File: src/hdl/fsw_pkg.sv
// ----------------------------------------------------------------------------
// fsw_pkg: shared types and constants of the devicetree structure walker
// Token codes, event and finish codes, the queue entry and the status groups.
// ----------------------------------------------------------------------------
package fsw_pkg;

   localparam logic [31:0] WalkMagic    = 32'hD00DFEED;
   localparam logic [31:0] TokBeginNode = 32'h00000001;
   localparam logic [31:0] TokEndNode   = 32'h00000002;
   localparam logic [31:0] TokProp      = 32'h00000003;
   localparam logic [31:0] TokNop       = 32'h00000004;
   localparam logic [31:0] TokEnd       = 32'h00000009;

   localparam int QueueDepth = 4;
   localparam int QPtrWidth  = $clog2(QueueDepth);
   localparam int QCntWidth  = $clog2(QueueDepth + 1);

   localparam int CsrAddrWidth = 4;

   typedef enum logic [1:0] {
      REG_MAGIC       = 2'd0,
      REG_STRUCT_OFF  = 2'd1,
      REG_STRINGS_OFF = 2'd2,
      REG_BLOCK_SIZE  = 2'd3
   } reg_index_type;

   typedef enum logic [1:0] {
      EV_BEGIN  = 2'd0,
      EV_END    = 2'd1,
      EV_PROP   = 2'd2,
      EV_FINISH = 2'd3
   } event_kind_type;

   typedef enum logic [1:0] {
      FIN_END     = 2'd0,
      FIN_UNKNOWN = 2'd1,
      FIN_SIZE    = 2'd2,
      FIN_MAGIC   = 2'd3
   } finish_reason_type;

   typedef enum logic [2:0] {
      TC_BEGIN_NODE = 3'd0,
      TC_END_NODE   = 3'd1,
      TC_PROP       = 3'd2,
      TC_NOP        = 3'd3,
      TC_END        = 3'd4,
      TC_OTHER      = 3'd5
   } token_class_type;

   typedef enum logic [6:0] {
      PH_FIRST   = 7'b0000001,
      PH_TOKEN   = 7'b0000010,
      PH_NAME    = 7'b0000100,
      PH_LEN     = 7'b0001000,
      PH_NAMEOFF = 7'b0010000,
      PH_PAYLOAD = 7'b0100000,
      PH_DONE    = 7'b1000000
   } phase_type;

   typedef struct packed {
      logic [31:0]     word;
      token_class_type tok;
      logic            has_zero;
   } entry_type;

   typedef struct packed {
      logic [31:0] header_magic;
      logic [31:0] struct_offset;
      logic [31:0] strings_offset;
      logic [31:0] block_size;
   } cfg_type;

   typedef struct packed {
      logic walk_done;
      logic take;
   } back_status_type;

   typedef struct packed {
      logic full;
      logic head_valid;
   } queue_status_type;

endpackage

File: src/hdl/fsw_if.sv
// ----------------------------------------------------------------------------
// fsw_if: channel interfaces of the devicetree structure walker
// Word channel into the walker and event channel out of it.
// ----------------------------------------------------------------------------
interface fsw_req_if;
   logic        valid;
   logic        ready;
   logic [31:0] word;

   modport source (output valid, output word, input ready);
   modport sink   (input valid, input word, output ready);
endinterface

interface fsw_rsp_if;
   logic        valid;
   logic        ready;
   logic [1:0]  event_kind;
   logic [31:0] name_address;
   logic [31:0] value_address;
   logic [31:0] value_length;
   logic [1:0]  finish_reason;

   modport source (output valid, output event_kind, output name_address,
                   output value_address, output value_length,
                   output finish_reason, input ready);
   modport sink   (input valid, input event_kind, input name_address,
                   input value_address, input value_length,
                   input finish_reason, output ready);
endinterface

File: src/hdl/fsw_queue.sv
// ----------------------------------------------------------------------------
// fsw_queue: short word queue between the classifier and the parser
// Register-based FIFO of classified words; the head is visible without a pop.
// ----------------------------------------------------------------------------
module fsw_queue
   import fsw_pkg::*;
(
   input  logic             clock,
   input  logic             reset,
   input  logic             push,
   input  entry_type        push_data,
   input  logic             pop,
   output entry_type        head,
   output queue_status_type status
);

   entry_type              mem_ff [QueueDepth];
   logic [QPtrWidth-1:0]   wr_ptr_ff, wr_ptr_in;
   logic [QPtrWidth-1:0]   rd_ptr_ff, rd_ptr_in;
   logic [QCntWidth-1:0]   count_ff, count_in;
   logic                   do_push;
   logic                   do_pop;

   assign status.full       = (count_ff == QCntWidth'(QueueDepth));
   assign status.head_valid = (count_ff != '0);
   assign head              = mem_ff[rd_ptr_ff];

   assign do_push = push && !status.full;
   assign do_pop  = pop && status.head_valid;

   always_comb begin
      wr_ptr_in = do_push ? wr_ptr_ff + QPtrWidth'(1) : wr_ptr_ff;
      rd_ptr_in = do_pop  ? rd_ptr_ff + QPtrWidth'(1) : rd_ptr_ff;
      count_in  = count_ff;
      if (do_push && !do_pop) begin
         count_in = count_ff + QCntWidth'(1);
      end else if (do_pop && !do_push) begin
         count_in = count_ff - QCntWidth'(1);
      end
   end

   always_ff @(posedge clock) begin
      if (reset) begin
         wr_ptr_ff <= '0;
         rd_ptr_ff <= '0;
         count_ff  <= '0;
      end else begin
         wr_ptr_ff <= wr_ptr_in;
         rd_ptr_ff <= rd_ptr_in;
         count_ff  <= count_in;
      end
   end

   always_ff @(posedge clock) begin
      if (do_push) begin
         mem_ff[wr_ptr_ff] <= push_data;
      end
   end

endmodule

File: src/hdl/fsw_front.sv
// ----------------------------------------------------------------------------
// fsw_front: word intake and token classification
// Accepts structure words, decodes the token value and the zero-byte flag,
// and writes the classified word into the queue.
// ----------------------------------------------------------------------------
module fsw_front
   import fsw_pkg::*;
(
   input  logic             clock,
   input  logic             reset,
   fsw_req_if.sink          req_ch,
   input  logic             pop,
   output entry_type        head,
   output queue_status_type q_status
);

   entry_type classified;

   always_comb begin
      classified.word     = req_ch.word;
      classified.has_zero = (req_ch.word[31:24] == 8'h00) || (req_ch.word[23:16] == 8'h00) ||
                            (req_ch.word[15:8] == 8'h00)  || (req_ch.word[7:0] == 8'h00);
      case (req_ch.word)
         TokBeginNode: classified.tok = TC_BEGIN_NODE;
         TokEndNode:   classified.tok = TC_END_NODE;
         TokProp:      classified.tok = TC_PROP;
         TokNop:       classified.tok = TC_NOP;
         TokEnd:       classified.tok = TC_END;
         default:      classified.tok = TC_OTHER;
      endcase
   end

   assign req_ch.ready = !q_status.full;

   fsw_queue u_queue (
      .clock     (clock),
      .reset     (reset),
      .push      (req_ch.valid),
      .push_data (classified),
      .pop       (pop),
      .head      (head),
      .status    (q_status)
   );

endmodule

File: src/hdl/fsw_back.sv
// ----------------------------------------------------------------------------
// fsw_back: structure block parser and event output register
// Walks the token grammar one queued word per cycle unless the event output stalls,
// and registers the resulting begin-node, end-node, property and finish events.
// ----------------------------------------------------------------------------
module fsw_back
   import fsw_pkg::*;
(
   input  logic             clock,
   input  logic             reset,
   input  cfg_type          cfg,
   input  entry_type        head,
   input  queue_status_type q_status,
   output back_status_type  status,
   fsw_rsp_if.source        rsp_ch
);

   phase_type         phase_ff, phase_in;
   logic [31:0]       pos_ff, pos_in;
   logic [29:0]       left_ff, left_in;
   logic [31:0]       held_ff, held_in;

   logic              out_valid_ff, out_valid_in;
   event_kind_type    kind_ff, kind_in;
   logic [31:0]       name_ff, name_in;
   logic [31:0]       value_ff, value_in;
   logic [31:0]       length_ff, length_in;
   finish_reason_type reason_ff, reason_in;

   logic              take;
   logic              emit;
   logic [31:0]       next_pos;

   assign take     = q_status.head_valid && (!out_valid_ff || rsp_ch.ready);
   assign next_pos = pos_ff + 32'd4;

   always_comb begin
      phase_in  = phase_ff;
      pos_in    = pos_ff;
      left_in   = left_ff;
      held_in   = held_ff;
      emit      = 1'b0;
      kind_in   = EV_FINISH;
      name_in   = '0;
      value_in  = '0;
      length_in = '0;
      reason_in = FIN_END;
      if (take) begin
         case (phase_ff)
            PH_FIRST, PH_TOKEN: begin
               if ((phase_ff == PH_FIRST) && (cfg.header_magic != WalkMagic)) begin
                  phase_in  = PH_DONE;
                  emit      = 1'b1;
                  reason_in = FIN_MAGIC;
               end else if (pos_ff >= cfg.block_size) begin
                  phase_in  = PH_DONE;
                  emit      = 1'b1;
                  reason_in = FIN_SIZE;
               end else begin
                  pos_in   = next_pos;
                  phase_in = PH_TOKEN;
                  case (head.tok)
                     TC_BEGIN_NODE: begin
                        phase_in = PH_NAME;
                        emit     = 1'b1;
                        kind_in  = EV_BEGIN;
                        name_in  = cfg.struct_offset + next_pos;
                     end
                     TC_END_NODE: begin
                        emit    = 1'b1;
                        kind_in = EV_END;
                     end
                     TC_PROP: begin
                        phase_in = PH_LEN;
                     end
                     TC_NOP: begin
                        phase_in = PH_TOKEN;
                     end
                     TC_END: begin
                        phase_in  = PH_DONE;
                        emit      = 1'b1;
                        reason_in = FIN_END;
                     end
                     default: begin
                        phase_in  = PH_DONE;
                        emit      = 1'b1;
                        reason_in = FIN_UNKNOWN;
                     end
                  endcase
               end
            end
            PH_NAME: begin
               pos_in = next_pos;
               if (head.has_zero) begin
                  phase_in = PH_TOKEN;
               end
            end
            PH_LEN: begin
               pos_in   = next_pos;
               held_in  = head.word;
               phase_in = PH_NAMEOFF;
            end
            PH_NAMEOFF: begin
               pos_in    = next_pos;
               emit      = 1'b1;
               kind_in   = EV_PROP;
               name_in   = cfg.strings_offset + head.word;
               value_in  = cfg.struct_offset + next_pos;
               length_in = held_ff;
               // The payload spans the length rounded up to whole words; the
               // current count excludes the first payload word.
               if (held_ff == '0) begin
                  phase_in = PH_TOKEN;
               end else begin
                  phase_in = PH_PAYLOAD;
                  left_in  = (held_ff[1:0] != 2'b00) ? held_ff[31:2]
                                                     : held_ff[31:2] - 30'd1;
               end
            end
            PH_PAYLOAD: begin
               pos_in = next_pos;
               if (left_ff == '0) begin
                  phase_in = PH_TOKEN;
               end else begin
                  left_in = left_ff - 30'd1;
               end
            end
            default: begin
               // Walk finished: words are drained and ignored.
               phase_in = phase_ff;
            end
         endcase
      end
   end

   always_comb begin
      if (take) begin
         out_valid_in = emit;
      end else if (rsp_ch.ready) begin
         out_valid_in = 1'b0;
      end else begin
         out_valid_in = out_valid_ff;
      end
   end

   always_ff @(posedge clock) begin
      if (reset) begin
         phase_ff     <= PH_FIRST;
         pos_ff       <= '0;
         left_ff      <= '0;
         held_ff      <= '0;
         out_valid_ff <= 1'b0;
      end else begin
         phase_ff     <= phase_in;
         pos_ff       <= pos_in;
         left_ff      <= left_in;
         held_ff      <= held_in;
         out_valid_ff <= out_valid_in;
      end
   end

   always_ff @(posedge clock) begin
      if (take && emit) begin
         kind_ff   <= kind_in;
         name_ff   <= name_in;
         value_ff  <= value_in;
         length_ff <= length_in;
         reason_ff <= reason_in;
      end
   end

   assign status.walk_done = (phase_ff == PH_DONE);
   assign status.take      = take;

   assign rsp_ch.valid         = out_valid_ff;
   assign rsp_ch.event_kind    = kind_ff;
   assign rsp_ch.name_address  = name_ff;
   assign rsp_ch.value_address = value_ff;
   assign rsp_ch.value_length  = length_ff;
   assign rsp_ch.finish_reason = reason_ff;

endmodule

File: src/hdl/fdt_structure_walker_core.sv
// Path: a word enters the queue, then the parser registers its event.
// Throughput: one word per cycle at best; the parser takes one queued word
// per cycle whenever the event register is empty or being drained.
// A four-entry queue separates word intake from the parser.
// Reset is synchronous and active high; control and configuration registers return
// to their defaults at once, with no clearing pass.
// ----------------------------------------------------------------------------
// fdt_structure_walker_core: flattened devicetree structure block walker
// Classifies structure words, tracks node names and property payloads, and
// reports node, property and finish events; configured over an APB port.
// ----------------------------------------------------------------------------
module fdt_structure_walker_core
   import fsw_pkg::*;
(
   input  logic                    clock,
   input  logic                    reset,
   fsw_req_if.sink                 req_ch,
   fsw_rsp_if.source               rsp_ch,
   input  logic                    csr_psel,
   input  logic                    csr_penable,
   input  logic                    csr_pwrite,
   input  logic [CsrAddrWidth-1:0] csr_paddr,
   input  logic [31:0]             csr_pwdata,
   output logic [31:0]             csr_prdata,
   output logic                    csr_pready
);

   cfg_type          cfg_ff, cfg_in;
   entry_type        head;
   queue_status_type q_status;
   back_status_type  b_status;
   reg_index_type    reg_sel;
   logic             csr_write;

   assign csr_pready = 1'b1;
   assign reg_sel    = reg_index_type'(csr_paddr[3:2]);
   assign csr_write  = csr_psel && csr_penable && csr_pwrite && csr_pready;

   always_comb begin
      cfg_in = cfg_ff;
      if (csr_write) begin
         case (reg_sel)
            REG_MAGIC:       cfg_in.header_magic   = csr_pwdata;
            REG_STRUCT_OFF:  cfg_in.struct_offset  = csr_pwdata;
            REG_STRINGS_OFF: cfg_in.strings_offset = csr_pwdata;
            REG_BLOCK_SIZE:  cfg_in.block_size     = csr_pwdata;
            default:         cfg_in = cfg_ff;
         endcase
      end
   end

   always_comb begin
      case (reg_sel)
         REG_MAGIC:       csr_prdata = cfg_ff.header_magic;
         REG_STRUCT_OFF:  csr_prdata = cfg_ff.struct_offset;
         REG_STRINGS_OFF: csr_prdata = cfg_ff.strings_offset;
         REG_BLOCK_SIZE:  csr_prdata = cfg_ff.block_size;
         default:         csr_prdata = '0;
      endcase
   end

   always_ff @(posedge clock) begin
      if (reset) begin
         cfg_ff.header_magic   <= WalkMagic;
         cfg_ff.struct_offset  <= '0;
         cfg_ff.strings_offset <= '0;
         cfg_ff.block_size     <= '0;
      end else begin
         cfg_ff <= cfg_in;
      end
   end

   fsw_front u_front (
      .clock    (clock),
      .reset    (reset),
      .req_ch   (req_ch),
      .pop      (b_status.take),
      .head     (head),
      .q_status (q_status)
   );

   fsw_back u_back (
      .clock    (clock),
      .reset    (reset),
      .cfg      (cfg_ff),
      .head     (head),
      .q_status (q_status),
      .status   (b_status),
      .rsp_ch   (rsp_ch)
   );

`ifndef SYNTHESIS
   // Once the walk has finished it stays finished until reset.
   assert property (@(posedge clock) disable iff (reset)
      b_status.walk_done |=> b_status.walk_done)
      else $error("walk left the finished state without reset");

   // No event may follow a delivered finish event.
   assert property (@(posedge clock) disable iff (reset)
      (rsp_ch.valid && rsp_ch.ready && (rsp_ch.event_kind == EV_FINISH))
      |=> !rsp_ch.valid)
      else $error("event issued after finish");

   // Only finish events carry a non-zero reason.
   assert property (@(posedge clock) disable iff (reset)
      (rsp_ch.valid && (rsp_ch.event_kind != EV_FINISH)) |-> (rsp_ch.finish_reason == FIN_END))
      else $error("non-finish event with a finish reason");
`endif

endmodule

File: src/flat_wrapper.sv
// flat-port wrapper written by rule: the top's interface ports become plain ports
module fdt_structure_walker_core_flat import fsw_pkg::*;
  (clock, reset, csr_psel, csr_penable, csr_pwrite, csr_paddr, csr_pwdata, csr_prdata, csr_pready, req_ch_valid, req_ch_word, req_ch_ready, rsp_ch_valid, rsp_ch_event_kind, rsp_ch_name_address, rsp_ch_value_address, rsp_ch_value_length, rsp_ch_finish_reason, rsp_ch_ready);
  fsw_req_if req_ch_i ();
  fsw_rsp_if rsp_ch_i ();
  input  logic clock;
  input  logic reset;
  input  logic csr_psel;
  input  logic csr_penable;
  input  logic csr_pwrite;
  input  logic [CsrAddrWidth-1:0] csr_paddr;
  input  logic [31:0] csr_pwdata;
  output logic [31:0] csr_prdata;
  output logic csr_pready;
  input wire logic [$bits(req_ch_i.valid)-1:0] req_ch_valid;
  input wire logic [$bits(req_ch_i.word)-1:0] req_ch_word;
  output wire logic [$bits(req_ch_i.ready)-1:0] req_ch_ready;
  output wire logic [$bits(rsp_ch_i.valid)-1:0] rsp_ch_valid;
  output wire logic [$bits(rsp_ch_i.event_kind)-1:0] rsp_ch_event_kind;
  output wire logic [$bits(rsp_ch_i.name_address)-1:0] rsp_ch_name_address;
  output wire logic [$bits(rsp_ch_i.value_address)-1:0] rsp_ch_value_address;
  output wire logic [$bits(rsp_ch_i.value_length)-1:0] rsp_ch_value_length;
  output wire logic [$bits(rsp_ch_i.finish_reason)-1:0] rsp_ch_finish_reason;
  input wire logic [$bits(rsp_ch_i.ready)-1:0] rsp_ch_ready;
  assign req_ch_i.valid = req_ch_valid;
  assign req_ch_i.word = req_ch_word;
  assign req_ch_ready = req_ch_i.ready;
  assign rsp_ch_valid = rsp_ch_i.valid;
  assign rsp_ch_event_kind = rsp_ch_i.event_kind;
  assign rsp_ch_name_address = rsp_ch_i.name_address;
  assign rsp_ch_value_address = rsp_ch_i.value_address;
  assign rsp_ch_value_length = rsp_ch_i.value_length;
  assign rsp_ch_finish_reason = rsp_ch_i.finish_reason;
  assign rsp_ch_i.ready = rsp_ch_ready;
  fdt_structure_walker_core u_core (.clock(clock), .reset(reset), .req_ch(req_ch_i), .rsp_ch(rsp_ch_i), .csr_psel(csr_psel), .csr_penable(csr_penable), .csr_pwrite(csr_pwrite), .csr_paddr(csr_paddr), .csr_pwdata(csr_pwdata), .csr_prdata(csr_prdata), .csr_pready(csr_pready));
endmodule
File: config.mk
export PLATFORM = sky130hd
export DESIGN_NAME = fdt_structure_walker_core_flat
export DESIGN_NICKNAME = d
export VERILOG_FILES = /design/src/hdl/fsw_pkg.sv /design/src/hdl/fsw_if.sv /design/src/hdl/fsw_queue.sv /design/src/hdl/fsw_front.sv /design/src/hdl/fsw_back.sv /design/src/hdl/fdt_structure_walker_core.sv /design/src/flat_wrapper.sv
export SDC_FILE = /design/constraint.sdc
export NUM_CORES = 1
export LEC_CHECK = 0
export BUFFER_PORTS_ARGS = -buffer_cell sky130_fd_sc_hd__buf_4
export CAP_MARGIN = 20
export CORE_ASPECT_RATIO = 1.2
export CORE_MARGIN = 5
export CORE_UTILIZATION = 35
export CTS_CLUSTER_SIZE = 12
export DETAILED_ROUTE_END_ITERATION = 8
export HOLD_SLACK_MARGIN = 0.03
export MAX_ROUTING_LAYER = met4
export PLACE_DENSITY_LB_ADDON = 0.25
export SYNTH_ARGS = -nofsm -noshare
export SYNTH_HDL_FRONTEND = slang
export SYNTH_SLANG_ARGS = --single-unit
File: constraint.sdc
create_clock -name clock -period 6.1 [get_ports clock]
set_clock_uncertainty 0.2 [all_clocks]
set_input_delay 1.22 -clock clock [delete_from_list [all_inputs] [get_ports clock]]
set_output_delay 1.22 -clock clock [all_outputs]
set_load 0.005 [all_outputs]
==> results of run 1 <==
## power by group
part / internal, W / switching [W]
Sequential: 0.00401 / 0.000205
Clock: 0.00161 / 0.00130
Combinational: 0.000984 / 0.00152
Total: 0.00661 / 0.00302
## synthesized netlist by cell type, types with 8 or more instances
library cell / n / area share
nand2_1: 441 / 0.069
edfxtp_1: 244 / 0.30
a21oi_1: 242 / 0.050
dfxtp_1: 237 / 0.20
nor2_1: 172 / 0.027
clkbuf_1: 105 / 0.016
ha_1: 105 / 0.055
xor2_1: 77 / 0.028
o21ai_0: 74 / 0.015
mux4_2: 68 / 0.064
xnor2_1: 67 / 0.024
nand3_1: 66 / 0.014
inv_1: 64 / 0.010
and2_1: 42 / 0.011
a21o_1: 38 / 0.012
nor3_1: 37 / 0.0077
o22ai_1: 33 / 0.0086
and3_1: 22 / 0.0057
nand4_1: 20 / 0.0052
nor4_1: 20 / 0.0052
a211oi_1: 19 / 0.0059
or3_1: 12 / 0.0031
a22oi_1: 10 / 0.0031
nand2b_1: 10 / 0.0026
a31oi_1: 9 / 0.0023
nor2b_1: 9 / 0.0023
o211ai_1: 9 / 0.0028
buf_1: 8 / 0.0012
o21bai_1: 8 / 0.0025
## final cells by class
cell class	count	area, µm²	area share
flip-flops and latches	481	12100	0.430
multi-input cells	1717	11300	0.402
repair buffers	230	1760	0.0627
clock buffers	76	1380	0.0491
well taps	909	1140	0.0405
inverters	64	240	0.00856
clock inverters	16	164	0.00584
diodes	7	17.5	0.000624
## worst paths after layout
| check | cells past startpoint | startpoint | end | slack, ns |
|---|---|---|---|---|
| max | 17 | u_core.u_back.pos_ff[2]$_SDFFE_PP0P_ | u_core.u_back.rsp_ch.name_address[30]$_SDFFCE_PN0P_ | 1.11 |
| min | 2 | u_core.u_back.left_ff[27]$_SDFFE_PP0P_ | u_core.u_back.left_ff[27]$_SDFFE_PP0P_ | 0.27 |
| max reg2reg | 17 | u_core.u_back.pos_ff[2]$_SDFFE_PP0P_ | u_core.u_back.rsp_ch.name_address[30]$_SDFFCE_PN0P_ | 1.11 |
| min reg2reg | 2 | u_core.u_back.left_ff[27]$_SDFFE_PP0P_ | u_core.u_back.left_ff[27]$_SDFFE_PP0P_ | 0.27 |
## cells by family after synthesis
| group | Yosys count |
|---|---|
| and+or+nand+nor | 893 |
| AOI/OAI and AO/OA | 500 |
| muxes | 71 |
| buffers and inverters | 188 |
| adders and majority gates | 108 |
| other | 1 |
| xor gates and xnor gates | 144 |
| DFF | 481 |
## state kept, by name, summed over array words and instances, names as in the netlist, 3 cells and up, named ones only
register                            flops
u_core.cfg_ff                         128
u_core.u_back.held_ff                  32
u_core.u_back.left_ff                  30
u_core.u_back.phase_ff                  7
u_core.u_back.pos_ff                   30
u_core.u_back.rsp_ch.name_address      32
u_core.u_back.rsp_ch.value_address     32
u_core.u_back.rsp_ch.value_length      32
u_core.u_front.u_queue.count_ff         3
u_core.u_front.u_queue.mem_ff         144
## per-layer routing
metal	vias up	part of all wire	track usage
met5	-	0	-
met3	121	0.064	0.0353
li1	8934	-	-
met4	0	0.035	0.0653
met1	8908	0.45	0.266
met2	612	0.45	0.302
## worst min-delay path, delay by kind of cell, from the launching register on
kind / cells / cell delay, ns
DFF: 1 / 0.31
AOI/OAI and AO/OA: 1 / 0.05
and+or+nand+nor: 1 / 0.05
## metrics by stage
step	instances	instance area, µm²	total power (W)	setup slack, ns
after global placement	3399	26500	0.00679	1.25
after floorplan	2386	24100	0.00547	1.49
after global routing	3499	28100	0.0101	0.656
final	3500	28100	0.00963	1.11
after detailed placement	3399	26500	0.00683	1.20
after CTS	3491	28000	0.00975	1.10
## layout by cell type, fill, tap and decap left out, types with 21 or more instances in the layout
cell       netlist  routed
inv_1           64      64
nor3_1          37      36
xnor2_1         67      67
dfxtp_1        237     236
buf_4            1     226
o21ai_0         74      74
a21o_1          38      38
o22ai_1         33      33
and2_1          42      41
xor2_1          77      77
edfxtp_1       244     244
mux4_2          68      68
nand2_1        441     440
nor2_1         172     170
ha_1           105     105
clkbuf_16        0      50
nand3_1         66      65
clkbuf_1       105      23
a21oi_1        242     242
and3_1          22      21
==> metrics.txt, run 1 <==
max_cap viols=0; CP bufs+invs=0; nets=2,727; fraction of the mapped netlist area in compound gates=0.125; drt pass-1 iters=5; synthesized-area fraction occupied by and/or/nand/nor cells=0.168; GPL Wtd Cong=0.910; post-synthesis mux area share=0.0649; status=finished clean; routed via count=18,600; Num CTS Buffers=50; Critical Path Fanout Max=6; Slew Viols, Final=0; root buf cell=clkbuf_16; total grt overflow=0; Slew headroom=0.319; slew of the pin with the lowest slew margin=1.02 ns; HP Class=reg -> reg; xor/xnor cell area share of the yosys netlist=0.0524; vias in the first global route=17,800; slowest CP cell=nor4_1; Vias/cell=5.31; # IOs=210; first-pass GRT wire length=111 mm; total track usage=0.197; Max VDD drop=0.344 mV; DR WL/cell=21.1 µm; sequential fraction of the synthesis area=0.502; post-layout util=0.411; Min Hold Slack=0.266 ns; initial DRC count=1,396; initial antenna violation count=6; Max stage delay on crit path=0.72 ns; setup TNS=0 ns; power per cell area=343 nW/µm²; final hold violation count=0; Post-synth EDFFs=244; Yosys reg bits=481; Synth Instances=2,386; Ys Warns=0; Top Family by Delay on Critical Path=simple AND/OR/NAND/NOR gates; DRC viols=0; Die Width=249 µm; Max H-tree Level=2; Chip Height=297 µm; WP data arrival=5.07 ns; CTS sink count=481; DIE AREA=74,100 µm²; Rows=105; ys flop type=edfxtp_1; asr flop ratio synth=0; library cells used by synthesis=75; CTS tree=yes; number of hold buffers added after cts=0; dpl hpwl=55.0 mm; largest family of logic cells by synthesized area=simple AND/OR/NAND/NOR gates; largest net degree at the start of global routing=102; CTS-repair resized insts=0; fmax=200 MHz; Skew-Pair Late Insertion Delay=0.62 ns; Syn Nets=2,569; RSZ-0062 raised after global routing=no; Critical Path, Cell by Cell=nand3_1, nor4_1, nand2_1, nor2_1, nand2_1, nor2_1, xor2_1, ha_1, a21oi_1, o21ai_0, o22ai_1, nand2_1, o221ai_1, o21ai_0, a311oi_1, xor2_1, o22ai_1; leakage power=10.4 nW; IO Port Bufs=206; post-route ant nets=0; Routed WL=74.0 mm; ratio of cells with drive above 1 in the final layout=0.152; Syn Std Cell Area=24,100 µm²; initial core utilization=0.352; Max Root-Sink Buffers=3; Post-CTS Setup Bufs=0; Final Critical Period=4.99 ns; final period utilization=0.819; Finish-stage setup viols=0; crit path capture type=flip-flop; post-synthesis adder-cell area fraction=0.0571; Core ar.=68,300 µm²; CP Launch Type=flip-flop; Critical Path RT=6.18 ns; kind of critical path=reg -> reg; CTS clock-pin slew for the worst setup and hold paths=0.07 ns; area grow syn2layout=16.6%; cell mode on critical path=nand2_1; # fillers=6,681; Avg Synthesized Cell Area=10.1 µm²
No activity file was read; power rests on OpenSTA's default activity.
==> inputs of run 2 (changes only) <==
==> constraint.sdc (replaced) <==
create_clock -name clock -period 5.1 [get_ports clock]
set_clock_uncertainty 0.2 [all_clocks]
set_input_delay 1.02 -clock clock [delete_from_list [all_inputs] [get_ports clock]]
set_output_delay 1.02 -clock clock [all_outputs]
set_load 0.005 [all_outputs]
==> metrics.txt, run 2 (same netlist as run 1, synthesis figures left out) <==
CP Launch Type=flip-flop; Final Critical Period=4.67 ns; WP data arrival=4.81 ns; IO Port Bufs=206; total grt overflow=0; area grow syn2layout=18.0%; sequential cell area=12,100 µm²; Skew-Pair Late Insertion Delay=0.64 ns; worst hold start=u_core.u_back.left_ff[27]$_SDFFE_PP0P_; DR WL/cell=21.2 µm; commonest non-fill, non-tap cell in the layout=nand2_1; Min-Delay Endpoint=u_core.u_back.left_ff[27]$_SDFFE_PP0P_; Critical Path RT=5.23 ns; Slew headroom=0.282; max_cap viols=0; Max stage delay on crit path=0.41 ns; most frequent cells in the layout=nand2_1, edfxtp_1, a21oi_1; largest net degree at the start of global routing=192; final period utilization=0.916; Finish-stage setup viols=0; first-pass GRT wire length=112 mm; Num CTS Buffers=52; vias in the first global route=18,100; non-filler instance count after layout=3,514; status=finished clean; CP bufs+invs=2; routed via count=18,500; kind of critical path=reg -> reg; final hold violation count=0; Core ar.=68,300 µm²; dpl cells=3,409; post-route ant nets=0; DRC viols=0; nets=2,740; initial DRC count=1,166; Max VDD drop=0.270 mV; Slew Viols, Final=0; Post-CTS Setup Bufs=0; HP Class=reg -> reg; slew of the pin with the lowest slew margin=1.08 ns; Worst R2R Start=u_core.u_back.pos_ff[3]$_SDFFE_PP0P_; CTS-repair resized insts=0; Vias/cell=5.25; Hold Crit Depth=2; ratio of cells with drive above 1 in the final layout=0.160; crit path capture type=flip-flop; initial antenna violation count=6; largest registers=u_core.u_front.u_queue.mem_ff: 144 flops, u_core.cfg_ff: 128 flops; Multi-input gate area=11,300 µm²; CTS sink count=481; Max H-tree Level=2; # IOs=210; total track usage=0.199; power per cell area=419 nW/µm²; initial core utilization=0.352; post-layout util=0.416; RSZ-0062 raised after global routing=no; # fillers=6,684; Critical Path, Cell by Cell=ha_1, nand3_1, nor3_2, and3_1, inv_1, nor3_1, buf_4, nand2_1, xnor2_1, ha_1, a21oi_1, o21ai_0, a21oi_1, o21ai_0, a21o_1, a221oi_1, xor2_1, o22ai_1; Routed WL=74.4 mm; R2R setup slack=0.43 ns; RR Endpoint=u_core.u_back.rsp_ch.name_address[29]$_SDFFCE_PN0P_; setup TNS=0 ns; leakage power=10.6 nW; root buf cell=clkbuf_16; DIE AREA=74,100 µm²; Top reg by flops=u_core.u_front.u_queue.mem_ff; CTS tree=yes; Top Family by Delay on Critical Path=simple AND/OR/NAND/NOR gates; Max Root-Sink Buffers=3; Largest register FFs=144; Die Width=249 µm; CP Depth=18; Rows=105; fmax=214 MHz; Critical Path Fanout Max=7; GPL Wtd Cong=0.896; dpl hpwl=55.5 mm; R2R cell count=18; number of hold buffers added after cts=0; CTS clock-pin slew for the worst setup and hold paths=0.06 ns; slowest CP cell=dfxtp_1; Chip Height=297 µm; drt pass-1 iters=5
-- run 2: layout make-up --
class,count,area share
inverters,64,0.00846
clock inverters,18,0.00873
repair buffers,241,0.0664
clock buffers,78,0.0526
well taps,909,0.0401
diodes,6,0.000529
flip-flops and latches,481,0.425
multi-input cells,1717,0.398
-- run 2: per-stage QoR --
stage | cell area, µm² | hold WS, ns | setup slack, ns | total power (W)
floorplan | 24100 | 0.231 | 0.492 | 0.00654
global placement | 26600 | 0.244 | 0.387 | 0.00813
detailed placement | 26600 | 0.256 | 0.340 | 0.00819
CTS | 28300 | 0.264 | 0.270 | 0.0120
global route | 28400 | 0.284 | 0.0668 | 0.0125
finish | 28400 | 0.261 | 0.426 | 0.0119
-- run 2: where the power goes --
| part | switching (W) | internal [W] |
|---|---|---|
| Clock | 0.00162 | 0.00220 |
| Sequential | 0.000236 | 0.00479 |
| Combinational | 0.00183 | 0.00122 |
| Total | 0.00369 | 0.00821 |
-- run 2: worst reg2reg max path, delay by kind of cell, from the launching register on --
kind | cells | cell delay [ns]
AOI/OAI and AO/OA | 7 | 1.16
xor gates and xnor gates | 2 | 0.50
adders and majority gates | 2 | 0.54
buffers and inverters | 2 | 0.29
DFF | 1 | 0.41
and+or+nand+nor | 5 | 1.27
-- run 2: worst max-delay path by stage --
stage	start	to	slack [ns]
finish	u_core.u_back.pos_ff[3]$_SDFFE_PP0P_	u_core.u_back.rsp_ch.name_address[29]$_SDFFCE_PN0P_	0.43
global route	u_core.u_back.pos_ff[3]$_SDFFE_PP0P_	u_core.u_back.rsp_ch.name_address[29]$_SDFFCE_PN0P_	0.07
CTS	u_core.u_back.pos_ff[3]$_SDFFE_PP0P_	u_core.u_back.rsp_ch.name_address[29]$_SDFFCE_PN0P_	0.27
detailed placement	u_core.u_back.pos_ff[3]$_SDFFE_PP0P_	u_core.u_back.rsp_ch.name_address[29]$_SDFFCE_PN0P_	0.34
global placement	u_core.u_back.pos_ff[3]$_SDFFE_PP0P_	u_core.u_back.rsp_ch.name_address[29]$_SDFFCE_PN0P_	0.39
floorplan	flip-flop	u_core.u_back.rsp_ch.name_address[30]$_SDFFCE_PN0P_	0.49
-- run 2: metal layers --
layer	GRT usage	wire, µm	vias up
met4	0.0689	2850	0
li1	-	-	8925
met3	0.0430	4730	123
met5	-	0	-
met1	0.267	33600	8877
met2	0.301	33200	539
==> inputs of run 3 (changes only) <==
--- a/config.mk
+++ b/config.mk
@@ -7,7 +7,6 @@
 export LEC_CHECK = 0
 export BUFFER_PORTS_ARGS = -buffer_cell sky130_fd_sc_hd__buf_4
 export CAP_MARGIN = 20
-export CORE_ASPECT_RATIO = 1.2
 export CORE_MARGIN = 5
 export CORE_UTILIZATION = 35
 export CTS_CLUSTER_SIZE = 12
@@ -15,6 +14,7 @@
 export HOLD_SLACK_MARGIN = 0.03
 export MAX_ROUTING_LAYER = met4
 export PLACE_DENSITY_LB_ADDON = 0.25
+export SLEW_MARGIN = 30
 export SYNTH_ARGS = -nofsm -noshare
 export SYNTH_HDL_FRONTEND = slang
 export SYNTH_SLANG_ARGS = --single-unit
==> metrics.txt, run 3 (same netlist as run 1, synthesis figures left out) <==
Max VDD drop=0.261 mV; ratio of cells with drive above 1 in the final layout=0.158; Max stage delay on crit path=0.40 ns; total grt overflow=0; Critical Path Fanout Max=7; status=finished clean; initial DRC count=1,937; crit path capture type=flip-flop; initial core utilization=0.352; post-route ant nets=0; setup TNS=0 ns; max_cap viols=0; Vias/cell=5.40; post-route cell area=28,300 µm²; # IOs=210; commonest non-fill, non-tap cell in the layout=nand2_1; dpl hpwl=53.9 mm; post-layout util=0.414; Max Root-Sink Buffers=3; root buf cell=clkbuf_16; Area after DPL=26,500 µm²; Max H-tree Level=2; nets=2,738; slowest CP cell=dfxtp_1; Post-CTS Setup Bufs=0; Chip Height=272 µm; DRC viols=0; IO Port Bufs=206; Critical Path RT=5.24 ns; Top reg by flops=u_core.u_front.u_queue.mem_ff; Top Family by Delay on Critical Path=simple AND/OR/NAND/NOR gates; CP Launch Type=flip-flop; dpl cells=3,382; power consumption=0.0118 W; largest net degree at the start of global routing=146; CTS clock-pin slew for the worst setup and hold paths=0.06 ns; Critical Path, Cell by Cell=ha_1, nand3_1, nor3_4, and3_1, inv_1, nor3_1, buf_4, nand2_1, xnor2_1, ha_1, a21oi_1, o21ai_0, a21oi_1, o21ai_0, a21o_1, a221oi_1, xor2_1, o22ai_1; Skew-Pair Late Insertion Delay=0.62 ns; Slew headroom=0.371; drt pass-1 iters=5; CTS tree=yes; final hold violation count=0; first-pass GRT wire length=112 mm; Final Critical Period=4.69 ns; DR WL/cell=21.3 µm; Rows=96; area grow syn2layout=17.5%; Routed WL=74.3 mm; kind of critical path=reg -> reg; Largest register FFs=144; vias in the first global route=18,100; Finish-stage setup viols=0; HP Class=reg -> reg; Slew Viols, Final=0; WP data arrival=4.83 ns; largest registers=u_core.u_front.u_queue.mem_ff: 144 flops, u_core.cfg_ff: 128 flops; power per cell area=417 nW/µm²; Die Width=272 µm; Num CTS Buffers=52; Multi-input gate area=11,300 µm²; leakage power=10.6 nW; most frequent cells in the layout=nand2_1, edfxtp_1, a21oi_1; # fillers=6,530; DIE AREA=74,100 µm²; Core ar.=68,300 µm²; routed via count=18,800; final period utilization=0.919; number of hold buffers added after cts=0; GPL Wtd Cong=0.906; slew of the pin with the lowest slew margin=0.944 ns; initial antenna violation count=3; RSZ-0062 raised after global routing=no; total track usage=0.199; sequential cell area=12,100 µm²; fmax=213 MHz; non-filler instance count after layout=3,484; CTS sink count=481; CP bufs+invs=2
-- run 3: area by class of cell --
class / instances / area share
repair buffers: 239 / 0.0648
flip-flops and latches: 481 / 0.427
well taps: 882 / 0.0390
clock buffers: 75 / 0.0505
inverters: 64 / 0.00850
clock inverters: 23 / 0.00960
multi-input cells: 1717 / 0.400
diodes: 3 / 0.000266
-- run 3: metal layers --
metal / track usage / part of all wire / up-vias / wire, µm
met5: - / 0 / - / 0
met4: 0.0456 / 0.020 / 0 / 1510
met3: 0.0329 / 0.060 / 94 / 4480
met2: 0.310 / 0.46 / 622 / 34200
met1: 0.276 / 0.46 / 9175 / 34000
li1: - / - / 8929 / -
-- run 3: worst reg2reg max path: cells and delay by family (launching register included) --
kind	cells	cell delay (ns)
fa+ha+maj	2	0.52
flops	1	0.40
xor+xnor	2	0.55
compound gates	7	1.19
buf+inv	2	0.30
simple gates	5	1.25
-- run 3: repair_timing --
action                                 in CTS  in global routing
setup endpoints to repair                   0                  6
endpoints found under the hold margin       0                  0
gates resized for setup                     0                  4
-- run 3: worst paths after layout --
| path | from | depth (start not counted) | to | slack, ns |
|---|---|---|---|---|
| setup / recovery | u_core.u_back.pos_ff[3]$_SDFFE_PP0P_ | 18 | u_core.u_back.rsp_ch.name_address[29]$_SDFFCE_PN0P_ | 0.41 |
| hold / removal | u_core.u_back.left_ff[27]$_SDFFE_PP0P_ | 2 | u_core.u_back.left_ff[27]$_SDFFE_PP0P_ | 0.26 |
| setup reg to reg | u_core.u_back.pos_ff[3]$_SDFFE_PP0P_ | 18 | u_core.u_back.rsp_ch.name_address[29]$_SDFFCE_PN0P_ | 0.41 |
| hold reg to reg | u_core.u_back.left_ff[27]$_SDFFE_PP0P_ | 2 | u_core.u_back.left_ff[27]$_SDFFE_PP0P_ | 0.26 |
-- run 3: through the flow --
stage,worst slack (ns),hold slack (ns)
2_1_floorplan,0.492,0.231
3_3_place_gp,0.303,0.243
3_5_place_dp,0.313,0.246
4_1_cts,0.291,0.254
5_1_grt,0.0704,0.298
6_report,0.414,0.259
-- run 3: power by group --
part,total [W],switching [W],internal [W],leakage (nW)
logic,0.00293,0.00174,0.00118,5.54
clock network,0.00378,0.00161,0.00217,0.812
registers,0.00507,0.000273,0.00480,4.20
total,0.0118,0.00363,0.00815,10.6
